File: config.mk
export PLATFORM = sky130hd
export DESIGN_NAME = resource_slot_table
export DESIGN_NICKNAME = d
export VERILOG_FILES = /design/src/hdl/rslot_pkg.sv /design/src/hdl/rslot_cell.sv /design/src/hdl/rslot_ctrl.sv /design/src/hdl/resource_slot_table.sv
export SDC_FILE = /design/constraint.sdc
export NUM_CORES = 2
export LEC_CHECK = 0
export BUFFER_PORTS_ARGS = -buffer_cell sky130_fd_sc_hd__buf_4
export CAP_MARGIN = 20
export CORE_ASPECT_RATIO = 1.5
export CORE_UTILIZATION = 50
export DETAILED_ROUTE_END_ITERATION = 7
export PLACE_DENSITY_LB_ADDON = 0.12
export SKIP_CTS_REPAIR_TIMING = 1
export SYNTH_ARGS = -nofsm -noshare
export SYNTH_HDL_FRONTEND = slang
export SYNTH_SLANG_ARGS = --single-unit
File: constraint.sdc
create_clock -name i_clk -period 433.2 [get_ports i_clk]
set_input_delay 86.64 -clock i_clk [delete_from_list [all_inputs] [get_ports i_clk]]
set_output_delay 86.64 -clock i_clk [all_outputs]
set_load 0.01 [all_outputs]
File: src/hdl/rslot_pkg.sv
// rslot_pkg: shared types and constants of the resource slot table
// slot record, command and status codes, controller states, cell controls
// no dependencies
package rslot_pkg;

    localparam int RSLOT_SLOTS   = 32;
    localparam int RSLOT_TRACKED = 256;

    localparam int CAP_W   = 6;
    localparam int KEY_W   = 16;
    localparam int DATA_W  = 32;
    localparam int CMD_W   = 2;
    localparam int STAT_W  = 2;

    localparam logic [CAP_W-1:0] CAP_RESET = 6'd32;
    localparam logic [KEY_W-1:0] MAX_TYPE  = 16'd255;

    typedef enum logic [CMD_W-1:0] {
        CMD_ADD   = 2'd0,
        CMD_FIND  = 2'd1,
        CMD_ENUM  = 2'd2,
        CMD_CLEAR = 2'd3
    } t_cmd;

    typedef enum logic [STAT_W-1:0] {
        ST_OK       = 2'd0,
        ST_FULL     = 2'd1,
        ST_NOTFOUND = 2'd2
    } t_status;

    typedef enum logic [1:0] {
        S_IDLE,
        S_SCAN,
        S_FINAL
    } t_state;

    typedef struct packed {
        logic [KEY_W-1:0]  handle;
        logic [KEY_W-1:0]  type_id;
        logic [KEY_W-1:0]  name_id;
        logic [DATA_W-1:0] ref_val;
        logic [DATA_W-1:0] size_val;
    } t_slot;

    typedef struct packed {
        logic shift;
        logic clear;
    } t_cell_ctl;

endpackage

File: src/hdl/rslot_cell.sv
// rslot_cell: one slot of the table, a stage of the rotating ring
// takes the record of its neighbor on each shift; depends on rslot_pkg
module rslot_cell
    import rslot_pkg::*;
(
    input  logic      i_clk,
    input  logic      i_rst_n,
    input  t_cell_ctl i_ctl,
    input  t_slot     i_slot,
    output t_slot     o_slot
);

    t_slot r_slot;

    always_ff @(posedge i_clk) begin
        if (!i_rst_n) begin
            r_slot.handle <= '0;
        end else if (i_ctl.clear) begin
            r_slot.handle <= '0;
        end else if (i_ctl.shift) begin
            r_slot <= i_slot;
        end
    end

    assign o_slot = r_slot;

endmodule

File: src/hdl/rslot_ctrl.sv
// rslot_ctrl: command sequencer at the head of the slot ring
// walks the ring once per find, enumerate or add into a non-full table; depends on rslot_pkg
module rslot_ctrl
    import rslot_pkg::*;
#(
    parameter int SLOTS         = RSLOT_SLOTS,
    parameter int TRACKED_TYPES = RSLOT_TRACKED
) (
    input  logic               i_clk,
    input  logic               i_rst_n,
    input  logic               i_cfg_we,
    input  logic [CAP_W-1:0]   i_cfg_wdata,
    input  logic               i_in_valid,
    output logic               o_in_stall,
    input  logic [CMD_W-1:0]   i_cmd,
    input  logic [KEY_W-1:0]   i_type_key,
    input  logic [KEY_W-1:0]   i_name_key,
    input  logic [DATA_W-1:0]  i_payload_ref,
    input  logic [DATA_W-1:0]  i_payload_size,
    input  t_slot              i_head,
    output t_slot              o_head_wb,
    output t_cell_ctl          o_ctl,
    output logic               o_out_valid,
    input  logic               i_out_stall,
    output logic [STAT_W-1:0]  o_status,
    output logic [KEY_W-1:0]   o_handle_out,
    output logic [KEY_W-1:0]   o_type_out,
    output logic [DATA_W-1:0]  o_payload_ref_out,
    output logic [DATA_W-1:0]  o_payload_size_out,
    output logic [CAP_W-1:0]   o_type_count,
    output logic               o_last
);

    localparam int IW = (SLOTS > 1) ? $clog2(SLOTS) : 1;
    localparam int TW = $clog2(TRACKED_TYPES);
    localparam logic [IW-1:0] LAST_IDX = IW'(SLOTS - 1);

    t_state r_state, n_state;
    t_cmd   r_cmd, n_cmd;
    logic [KEY_W-1:0]  r_tk, n_tk, r_nk, n_nk;
    logic [DATA_W-1:0] r_pr, n_pr, r_ps, n_ps;
    logic [IW-1:0]     r_idx, n_idx;
    logic              r_done, n_done;
    logic [KEY_W-1:0]  r_hit_handle, n_hit_handle;
    logic [DATA_W-1:0] r_hit_ref, n_hit_ref, r_hit_size, n_hit_size;
    t_status           r_fstat, n_fstat;
    logic [CAP_W-1:0]  r_count, n_count;
    logic [TRACKED_TYPES-1:0] r_seen, n_seen;
    logic [CAP_W-1:0]  r_used, n_used;
    logic [KEY_W-1:0]  r_hctr, n_hctr;
    logic [CAP_W-1:0]  r_cap_reg;

    logic              r_out_valid, n_out_valid;
    t_status           r_status, n_status;
    logic [KEY_W-1:0]  r_handle_out, n_handle_out, r_type_out, n_type_out;
    logic [DATA_W-1:0] r_ref_out, n_ref_out, r_size_out, n_size_out;
    logic [CAP_W-1:0]  r_cnt_out, n_cnt_out;
    logic              r_last, n_last;

    logic [CAP_W-1:0] cap;
    logic             adv, in_acc, step, in_cap, full, place, hit, tracked, emit;
    logic [TW-1:0]    seen_idx;

    assign cap     = (r_cap_reg > CAP_W'(SLOTS)) ? CAP_W'(SLOTS) : r_cap_reg;
    assign adv     = !r_out_valid || !i_out_stall;
    assign in_acc  = (r_state == S_IDLE) && i_in_valid;
    assign step    = (r_state == S_SCAN) && adv;
    assign in_cap  = CAP_W'(r_idx) < cap;
    assign full    = r_used >= cap;
    assign place   = step && (r_cmd == CMD_ADD) && in_cap && !r_done
                     && (i_head.handle == '0);
    assign hit     = step && (r_cmd == CMD_FIND) && in_cap && !r_done
                     && (i_head.handle != '0) && (i_head.type_id == r_tk)
                     && (i_head.name_id == r_nk);
    assign tracked = (i_head.type_id <= MAX_TYPE)
                     && (32'(i_head.type_id) < TRACKED_TYPES);
    assign seen_idx = i_head.type_id[TW-1:0];
    assign emit    = step && (r_cmd == CMD_ENUM) && in_cap && (i_head.handle != '0)
                     && tracked && !r_seen[seen_idx];

    // next state
    always_comb begin
        n_state = r_state;
        case (r_state)
            S_IDLE: begin
                if (i_in_valid) begin
                    if ((t_cmd'(i_cmd) == CMD_CLEAR)
                        || ((t_cmd'(i_cmd) == CMD_ADD) && full)) begin
                        n_state = S_FINAL;
                    end else begin
                        n_state = S_SCAN;
                    end
                end
            end
            S_SCAN: begin
                if (adv && (r_idx == LAST_IDX)) begin
                    n_state = S_FINAL;
                end
            end
            S_FINAL: begin
                if (adv) begin
                    n_state = S_IDLE;
                end
            end
            default: n_state = S_IDLE;
        endcase
    end

    // datapath and outputs
    always_comb begin
        n_cmd        = r_cmd;
        n_tk         = r_tk;
        n_nk         = r_nk;
        n_pr         = r_pr;
        n_ps         = r_ps;
        n_idx        = r_idx;
        n_done       = r_done;
        n_hit_handle = r_hit_handle;
        n_hit_ref    = r_hit_ref;
        n_hit_size   = r_hit_size;
        n_fstat      = r_fstat;
        n_count      = r_count;
        n_seen       = r_seen;
        n_used       = r_used;
        n_hctr       = r_hctr;
        n_out_valid  = r_out_valid;
        n_status     = r_status;
        n_handle_out = r_handle_out;
        n_type_out   = r_type_out;
        n_ref_out    = r_ref_out;
        n_size_out   = r_size_out;
        n_cnt_out    = r_cnt_out;
        n_last       = r_last;
        o_head_wb    = i_head;
        o_ctl.shift  = step;
        o_ctl.clear  = 1'b0;

        if (adv) begin
            n_out_valid = 1'b0;
        end

        if (in_acc) begin
            n_cmd        = t_cmd'(i_cmd);
            n_tk         = i_type_key;
            n_nk         = i_name_key;
            n_pr         = i_payload_ref;
            n_ps         = i_payload_size;
            n_idx        = '0;
            n_done       = 1'b0;
            n_hit_handle = '0;
            n_hit_ref    = '0;
            n_hit_size   = '0;
            n_count      = '0;
            case (t_cmd'(i_cmd))
                CMD_ADD:   n_fstat = full ? ST_FULL : ST_OK;
                CMD_FIND:  n_fstat = ST_NOTFOUND;
                CMD_ENUM: begin
                    n_fstat = ST_OK;
                    n_seen  = '0;
                end
                CMD_CLEAR: begin
                    n_fstat     = ST_OK;
                    n_used      = '0;
                    n_hctr      = KEY_W'(1);
                    o_ctl.clear = 1'b1;
                end
                default:   n_fstat = ST_OK;
            endcase
        end

        if (step) begin
            n_idx = (r_idx == LAST_IDX) ? '0 : r_idx + IW'(1);
        end

        if (place) begin
            // a drawn handle of zero still leaves the slot reading as free
            o_head_wb.handle   = r_hctr;
            o_head_wb.type_id  = r_tk;
            o_head_wb.name_id  = r_nk;
            o_head_wb.ref_val  = r_pr;
            o_head_wb.size_val = r_ps;
            n_hctr       = r_hctr + KEY_W'(1);
            n_used       = r_used + CAP_W'(1);
            n_done       = 1'b1;
            n_hit_handle = r_hctr;
        end

        if (hit) begin
            n_done       = 1'b1;
            n_fstat      = ST_OK;
            n_hit_handle = i_head.handle;
            n_hit_ref    = i_head.ref_val;
            n_hit_size   = i_head.size_val;
        end

        if (emit) begin
            n_seen[seen_idx] = 1'b1;
            n_count      = r_count + CAP_W'(1);
            n_out_valid  = 1'b1;
            n_status     = ST_OK;
            n_handle_out = '0;
            n_type_out   = i_head.type_id;
            n_ref_out    = '0;
            n_size_out   = '0;
            n_cnt_out    = '0;
            n_last       = 1'b0;
        end

        if ((r_state == S_FINAL) && adv) begin
            n_out_valid  = 1'b1;
            n_status     = r_fstat;
            n_handle_out = r_hit_handle;
            n_type_out   = '0;
            n_ref_out    = r_hit_ref;
            n_size_out   = r_hit_size;
            n_cnt_out    = r_count;
            n_last       = 1'b1;
        end
    end

    always_ff @(posedge i_clk) begin
        if (!i_rst_n) begin
            r_state     <= S_IDLE;
            r_idx       <= '0;
            r_done      <= 1'b0;
            r_seen      <= '0;
            r_used      <= '0;
            r_hctr      <= KEY_W'(1);
            r_cap_reg   <= CAP_RESET;
            r_out_valid <= 1'b0;
        end else begin
            r_state     <= n_state;
            r_idx       <= n_idx;
            r_done      <= n_done;
            r_seen      <= n_seen;
            r_used      <= n_used;
            r_hctr      <= n_hctr;
            r_out_valid <= n_out_valid;
            if (i_cfg_we) begin
                r_cap_reg <= i_cfg_wdata;
            end
        end
    end

    always_ff @(posedge i_clk) begin
        r_cmd        <= n_cmd;
        r_tk         <= n_tk;
        r_nk         <= n_nk;
        r_pr         <= n_pr;
        r_ps         <= n_ps;
        r_hit_handle <= n_hit_handle;
        r_hit_ref    <= n_hit_ref;
        r_hit_size   <= n_hit_size;
        r_fstat      <= n_fstat;
        r_count      <= n_count;
        r_status     <= n_status;
        r_handle_out <= n_handle_out;
        r_type_out   <= n_type_out;
        r_ref_out    <= n_ref_out;
        r_size_out   <= n_size_out;
        r_cnt_out    <= n_cnt_out;
        r_last       <= n_last;
    end

    assign o_in_stall         = (r_state != S_IDLE);
    assign o_out_valid        = r_out_valid;
    assign o_status           = r_status;
    assign o_handle_out       = r_handle_out;
    assign o_type_out         = r_type_out;
    assign o_payload_ref_out  = r_ref_out;
    assign o_payload_size_out = r_size_out;
    assign o_type_count       = r_cnt_out;
    assign o_last             = r_last;

    // the ring is only rotated from a full turn's start
    a_idx_home: assert property (@(posedge i_clk) disable iff (!i_rst_n)
        (r_state != S_SCAN) |-> (r_idx == '0))
        else $error("scan index not at home outside a scan");

    a_scan_start: assert property (@(posedge i_clk) disable iff (!i_rst_n)
        (in_acc && (t_cmd'(i_cmd) != CMD_CLEAR) && !((t_cmd'(i_cmd) == CMD_ADD) && full))
        |=> (r_state == S_SCAN))
        else $error("scanning command did not start a scan");

    a_final_item: assert property (@(posedge i_clk) disable iff (!i_rst_n)
        ((r_state == S_FINAL) && adv) |=> (r_out_valid && r_last))
        else $error("closing item not presented");

    a_add_placed: assert property (@(posedge i_clk) disable iff (!i_rst_n)
        ((r_state == S_FINAL) && (r_cmd == CMD_ADD) && (r_fstat == ST_OK)) |-> r_done)
        else $error("add finished without a free slot");

endmodule

File: src/hdl/resource_slot_table.sv
// resource_slot_table: top level, a ring of slot cells with a sequencer at its head
// depends on rslot_pkg, rslot_cell and rslot_ctrl
//
//  channel  | handshake              | payload
//  ---------+------------------------+---------------------------------------------
//  input    | i_in_valid / o_in_stall  | i_cmd, i_type_key, i_name_key, i_payload_*
//  result   | o_out_valid / i_out_stall| o_status, o_handle_out, o_type_out, o_payload_*,
//           |                          | o_type_count, o_last
//  config   | i_cfg_we                 | i_cfg_wdata (table capacity)
//
// add, find and enumerate turn the slot ring once, one slot passing the head sequencer per
// cycle while the result register is not stalled
// clear and an add into a full table skip the scan; clear drops all handles at once
// a stalled result register pauses the ring rotation until the item is taken
// synchronous active-low reset; no clearing pass, payload fields of a slot are unset
module resource_slot_table
    import rslot_pkg::*;
#(
    parameter int SLOTS         = RSLOT_SLOTS,
    parameter int TRACKED_TYPES = RSLOT_TRACKED
) (
    input  logic               i_clk,
    input  logic               i_rst_n,
    input  logic               i_cfg_we,
    input  logic [CAP_W-1:0]   i_cfg_wdata,
    input  logic               i_in_valid,
    output logic               o_in_stall,
    input  logic [CMD_W-1:0]   i_cmd,
    input  logic [KEY_W-1:0]   i_type_key,
    input  logic [KEY_W-1:0]   i_name_key,
    input  logic [DATA_W-1:0]  i_payload_ref,
    input  logic [DATA_W-1:0]  i_payload_size,
    output logic               o_out_valid,
    input  logic               i_out_stall,
    output logic [STAT_W-1:0]  o_status,
    output logic [KEY_W-1:0]   o_handle_out,
    output logic [KEY_W-1:0]   o_type_out,
    output logic [DATA_W-1:0]  o_payload_ref_out,
    output logic [DATA_W-1:0]  o_payload_size_out,
    output logic [CAP_W-1:0]   o_type_count,
    output logic               o_last
);

    t_slot     cell_q [SLOTS];
    t_slot     head_wb;
    t_cell_ctl ctl;

    genvar gi;
    generate
        for (gi = 0; gi < SLOTS; gi++) begin : g_cell
            t_slot cell_d;
            // the last cell closes the ring with the head record, updated on an add
            if (gi == SLOTS - 1) begin : g_tail
                assign cell_d = head_wb;
            end else begin : g_mid
                assign cell_d = cell_q[gi + 1];
            end
            rslot_cell u_cell (
                .i_clk  (i_clk),
                .i_rst_n(i_rst_n),
                .i_ctl  (ctl),
                .i_slot (cell_d),
                .o_slot (cell_q[gi])
            );
        end
    endgenerate

    rslot_ctrl #(
        .SLOTS        (SLOTS),
        .TRACKED_TYPES(TRACKED_TYPES)
    ) u_ctrl (
        .i_clk             (i_clk),
        .i_rst_n           (i_rst_n),
        .i_cfg_we          (i_cfg_we),
        .i_cfg_wdata       (i_cfg_wdata),
        .i_in_valid        (i_in_valid),
        .o_in_stall        (o_in_stall),
        .i_cmd             (i_cmd),
        .i_type_key        (i_type_key),
        .i_name_key        (i_name_key),
        .i_payload_ref     (i_payload_ref),
        .i_payload_size    (i_payload_size),
        .i_head            (cell_q[0]),
        .o_head_wb         (head_wb),
        .o_ctl             (ctl),
        .o_out_valid       (o_out_valid),
        .i_out_stall       (i_out_stall),
        .o_status          (o_status),
        .o_handle_out      (o_handle_out),
        .o_type_out        (o_type_out),
        .o_payload_ref_out (o_payload_ref_out),
        .o_payload_size_out(o_payload_size_out),
        .o_type_count      (o_type_count),
        .o_last            (o_last)
    );

endmodule

Word level (Yosys, flattened, before mapping)
Index checks and enable logic that the tools add are counted.
{"block": "totals", "reg_bits": 4168, "inputBits": 109, "output_inout_bits": 107}
{"block": "classes", "n_addsub": 4, "magnitude_cmp": 7, "n_eq_ne": 13, "n_mux": 50, "bitwise_logic": 3, "n_reduce_logical": 47}
{"cell": "$mux 256", "count": 3}
{"cell": "$or 256x256->256", "count": 1}
{"cell": "$mux 32", "count": 6}
{"cell": "$mux 16", "count": 8}
{"cell": "$mux 112", "count": 1}
{"cell": "$mux 6", "count": 8}
{"cell": "$eq 16x16->1", "count": 2}
{"cell": "$logic_and 1x1->1", "count": 22}
{"cell": "$add 16x1->16 const B", "count": 1}
{"cell": "$le 16x8->1 const B", "count": 1}
{"cell": "$logic_not 16->1", "count": 1}
{"cell": "$lt 16x9->1 const B", "count": 1}
{"cell": "$reduce_bool 16->1", "count": 1}
{"cell": "$mux 5", "count": 3}
{"cell": "$reduce_bool 2->1", "count": 7}
{"cell": "$add 6x1->6 const B", "count": 2}
{"cell": "$mux 2", "count": 6}
{"cell": "$pmux 2 s3", "count": 2}
{"cell": "$mux 1", "count": 11}
{"cell": "$lt 8x9->1 const B", "count": 1}
{"cell": "$bmux 1 s8", "count": 1}
{"cell": "$demux 1 s8", "count": 1}
{"cell": "$eq 2x2->1 const B", "count": 4}
{"cell": "$ge 8x1->1 const B", "count": 1}
{"cell": "other kinds (16)", "count": 29}

Longest topological paths before layout
{"block": "logic_depth", "word_depth": 10, "depth_mapped": 15, "mapped_depth_nobuf": 10}

By module
Synthesis repeated with hierarchy kept, for this count alone.
{"block": "unflattened", "cells_unflattened": 7045, "area_unflattened_um2": 135702.6}
{"module": "rslot_cell", "n_inst": 32, "cells_each": 151, "area_each_um2": 3484.6, "seq_area_each_um2": 3203.1}
{"module": "rslot_ctrl", "n_inst": 1, "cells_each": 2213, "area_each_um2": 24195.7, "seq_area_each_um2": 14413.8}

Worst setup path before layout
Ideal clock, no wire load.
{"block": "synth_timing", "path_kind": "input to register", "start": "input i_in_valid", "end": "register g_cell[0].u_cell.r_slot (netlist bit g_cell[0].u_cell.o_slot[0]) (enable)", "arrival_time_ps": 216076, "required_ps": 426566, "setup_slack_ps": 210490, "path_stages": 7, "cell_sequence": "nand2_1 > inv_1 > nand3_1 > nand2_1 > clkbuf_1 > clkbuf_1 > nor2_1"}
{"block": "synth_between", "elab_chain_len": 4}
{"item": "start, declared", "line_no": "resource_slot_table.sv:26", "rtl": "input logic i_in_valid,"}
{"item": "$logic_and 1x1->1", "line_no": "rslot_ctrl.sv:66", "rtl": "assign in_acc = (r_state == S_IDLE) && i_in_valid;"}
{"item": "net u_ctrl.in_acc", "line_no": "rslot_ctrl.sv:61", "rtl": "logic adv, in_acc, step, in_cap, full, place, hit, tracked, emit;"}
{"item": "$mux 1", "line_no": "rslot_ctrl.sv:142", "rtl": "if (in_acc) begin"}
{"item": "$not 1->1 (no source line)"}
{"item": "$reduce_and 3->1 (no source line)"}
{"item": "end signal, assigned", "line_no": "rslot_cell.sv:21", "rtl": "r_slot <= i_slot;"}
{"item": "end, declared", "line_no": "rslot_cell.sv:13", "rtl": "t_slot r_slot;"}
The timed path passes the listed nets, and every way through them passes these cells.
A chain may end at the register's enable or synchronous reset.

Worst setup path after layout
{"block": "layout_timing", "start": "input i_in_valid", "end": "register g_cell[26].u_cell.r_slot (netlist bit g_cell[26].u_cell.o_slot[14]) (enable)"}
{"block": "layout_between", "elab_chain_len": 4}
{"item": "$logic_and 1x1->1", "line_no": "rslot_ctrl.sv:66"}
{"item": "net u_ctrl.in_acc", "line_no": "rslot_ctrl.sv:61"}
{"item": "$mux 1", "line_no": "rslot_ctrl.sv:142"}
{"item": "$not 1->1 (no source line)"}
{"item": "$reduce_and 3->1 (no source line)"}
{"item": "end signal, assigned", "line_no": "rslot_cell.sv:21"}
{"item": "end, declared", "line_no": "rslot_cell.sv:13"}
The timed path passes the listed nets, and every way through them passes these cells.

==> results by group <==
Outcome
  – Outcome: finished with violations
  – Failing checks: DRC

Global route
  – First-pass GRT wire length: 339000 um
  – Pin count of the biggest net entering global routing: 230
  – Overflow after GRT: 0
  – Vias in the first global route: 58430
  – Initial antenna violation count: 11
  – Total track usage: 16.06%

Floorplan
  – DIE HEIGHT: 634.8 um
  – Initial Utilization: 50.20%
  – Chip Width: 423.9 um
  – Die ar.: 269100 sq um
  – Core area: 265900 sq um
  – Row cnt: 232
  – IO Pins: 216

Critical path
  – R2r setup slk: 424910 ps
  – Crit. End Element: flop
  – CP Max Fanout: 187
  – Worst Path Arrival: 94030 ps
  – Startpoint Class: input pin
  – Critical path required time: 433700 ps
  – Crit path kind: in -> reg

Routing
  – DR DRC count: 26
  – Detail Route Antenna Nets: 0
  – Routed Wire Length: 215000 um
  – Routed vias/inst: 5.121
  – TritonRoute pass-1 iters: 8
  – WL/cell: 18.37 um
  – Via count: 59950
  – DR iter-0 viols: 5490

Layout
  – Nets: 8025
  – Footprint of the multi-input gates: 15280 sq um
  – Register area: 116900 sq um
  – Layout cells sized above 1: 11.06%
  – Area grow syn2layout: 13.25%
  – Max FFs per register: 3584
  – Fill count: 20410

STA
  – Max Fclk: 10.69 MHz
  – Period utilization: 21.59%
  – PnR worst setup slack: 339670 ps
  – Slew of the pin with the lowest slew margin: 1131 ps
  – Relative slew slack: 24.60%
  – Final Hold Vio Count: 0
  – Final min period: 93530 ps
  – Endpoints failing setup: 0
  – Skew final: 38.64 ps
  – RSZ-0062 raised after global routing: false
  – Final Max Tran Viols: 0
  – Setup total negative slack: 0 ps

Logic synthesis
  – Top FF cell, synth: edfxtp_1
  – Yosys reg bits: 4168
  – Post-Syn Area: 133500 sq um
  – FFs w/ async S/R, synth: 0%
  – Ys Warns: 0
  – Netlist cell types: 74
  – Sequential area share after synthesis: 87.59%
  – Syn Inst Count: 7563
  – EDFF count, synth: 3344
  – Avg Cell Area, Syn: 17.65 sq um
  – Syn_nets: 7687

Job
  – MaxCap Viol Count: 0

CTS
  – Worst skew pair latency: 890 ps
  – Clk sink count: 4168
  – H-tree lvl count: 5
  – Number of CTS-inserted buffers: 372
  – Max Root-Sink Buffers: 4
  – CTS tree: yes
  – CTS root buf: clkbuf_16
  – Reg clk slew, reported paths: 60 ps

Power
  – VDD IR-drop max: 0.000005309 V
  – Pwr per Cell Area: 5.308 nW/um^2
  – Leakage Power: 0.04876 uW

Placement
  – IO Port Bufs: 215
  – Pre-CTS WS: 338560 ps
  – Hpwl dp: 115500 um
  – Gpl congestion: 0.7951

Min path
  – Worst min-delay path class: reg -> reg
## layer usage
layer  vias up  global-route usage [%]  wire [um]
met5         -                       0         12
met4         2                   6.302       7405
met3       472                   2.616       9875
met2      1220                   24.14      98850
met1     30000                   23.62      98900
li1      28260                       -          -
## path summary, 6_finish.rpt
check,depth (start not counted),end,startpoint
min,0,g_cell[11].u_cell.o_slot[30],g_cell[12].u_cell.o_slot[30]
max,12,g_cell[26].u_cell.o_slot[14],i_in_valid
max reg2reg,12,g_cell[26].u_cell.o_slot[14],u_ctrl.r_state[1]
min reg2reg,0,g_cell[11].u_cell.o_slot[30],g_cell[12].u_cell.o_slot[30]
## placed cells by master (no fill, tap or decap), types with 5 or more instances in the layout
cell / instances
a211oi_1: 7
a21o_1: 8
a21oi_1: 556
a22o_1: 14
a22oi_1: 13
a31oi_1: 5
and2_1: 164
and3_1: 5
buf_12: 8
buf_4: 277
bufinv_16: 46
clkbuf_1: 61
clkbuf_16: 380
clkbuf_8: 11
clkinv_1: 63
clkinv_2: 68
clkinv_4: 5
clkinvlp_4: 17
dfxtp_1: 824
edfxtp_1: 3344
ha_1: 15
inv_1: 14
inv_6: 12
mux2i_1: 63
mux4_2: 39
nand2_1: 1614
nand2b_1: 7
nand3_1: 28
nand3b_1: 6
nand4_1: 17
nor2_1: 55
nor2b_1: 7
nor3_1: 8
nor4_1: 13
o211ai_1: 5
o21ai_0: 287
o21ai_2: 9
xnor2_1: 13
xor2_1: 25
## synth_stat cells (5+ instances only)
| master | instances | area share, % |
|---|---|---|
| a211oi_1 | 8 | 0.045 |
| a21o_1 | 8 | 0.045 |
| a21oi_1 | 556 | 2.1 |
| a22o_1 | 14 | 0.092 |
| a22oi_1 | 13 | 0.073 |
| a31oi_1 | 6 | 0.028 |
| and2_1 | 164 | 0.77 |
| and3_1 | 6 | 0.028 |
| buf_1 | 6 | 0.017 |
| buf_2 | 11 | 0.041 |
| buf_6 | 7 | 0.059 |
| clkbuf_1 | 295 | 0.83 |
| dfxtp_1 | 824 | 12 |
| edfxtp_1 | 3344 | 75 |
| ha_1 | 15 | 0.14 |
| inv_1 | 15 | 0.042 |
| mux2i_1 | 63 | 0.47 |
| mux4_2 | 39 | 0.66 |
| nand2_1 | 1615 | 4.5 |
| nand2b_1 | 7 | 0.033 |
| nand3_1 | 28 | 0.10 |
| nand3b_1 | 6 | 0.034 |
| nand4_1 | 17 | 0.080 |
| nor2_1 | 56 | 0.16 |
| nor2b_1 | 7 | 0.033 |
| nor3_1 | 8 | 0.030 |
| nor4_1 | 14 | 0.066 |
| o211ai_1 | 5 | 0.028 |
| o21ai_0 | 288 | 1.1 |
| o21ai_2 | 9 | 0.059 |
| xnor2_1 | 13 | 0.085 |
| xor2_1 | 25 | 0.16 |
## critical path: stages
cell     delay, ps
buf_4          120
nand2_1        280
inv_6          290
nand3_1        390
nand2_4        450
nor2_4         650
buf_12         710
buf_12         650
buf_4          890
buf_4          800
buf_4          900
buf_4          760
## report_power, final
part	internal [uW]	switching, uW
Sequential	447	4.31
Clock	190	141
Combinational	3.23	16.0
Total	641	161
## metrics by stage
stage	power, uW	cells	utilization (%)	area (sq um)	hold WS (ps)
after global placement	479.4	11040	52.24	138900	400.9
final	802.4	11710	56.85	151200	393.6
after floorplan	545.5	7563	-	133500	400.3
after CTS	813.8	11700	56.83	151100	390.1
after detailed placement	480.1	11040	52.24	138900	404.5
after global routing	830.6	11710	56.85	151200	404.3
## final cells by class
type                    count  share of cell area, %
inverters                  17                0.04883
clock inverters           216                  1.531
diodes                      3               0.004966
clock buffers             452                  6.542
flip-flops and latches   4168                  77.34
repair buffers            287                  1.518
well taps                3510                  2.905
multi-input cells        3055                  10.11
## cell families (layout without fill, tap and decap cells)
group / count (synthesis) / in the layout / share of synthesized area (%)
flip-flops: 4168 / 4168 / 87.59
AND/OR/NAND/NOR: 1958 / 1958 / 6.066
AO/OA/AOI/OAI: 938 / 938 / 3.748
buffers and inverters: 340 / 972 / 1.017
multiplexers: 106 / 106 / 1.187
XOR/XNOR: 38 / 38 / 0.2494
adder cells (fa/ha/maj): 15 / 15 / 0.1406
other: 0 / 3 / 0
(Power assumes the default switching activity.)
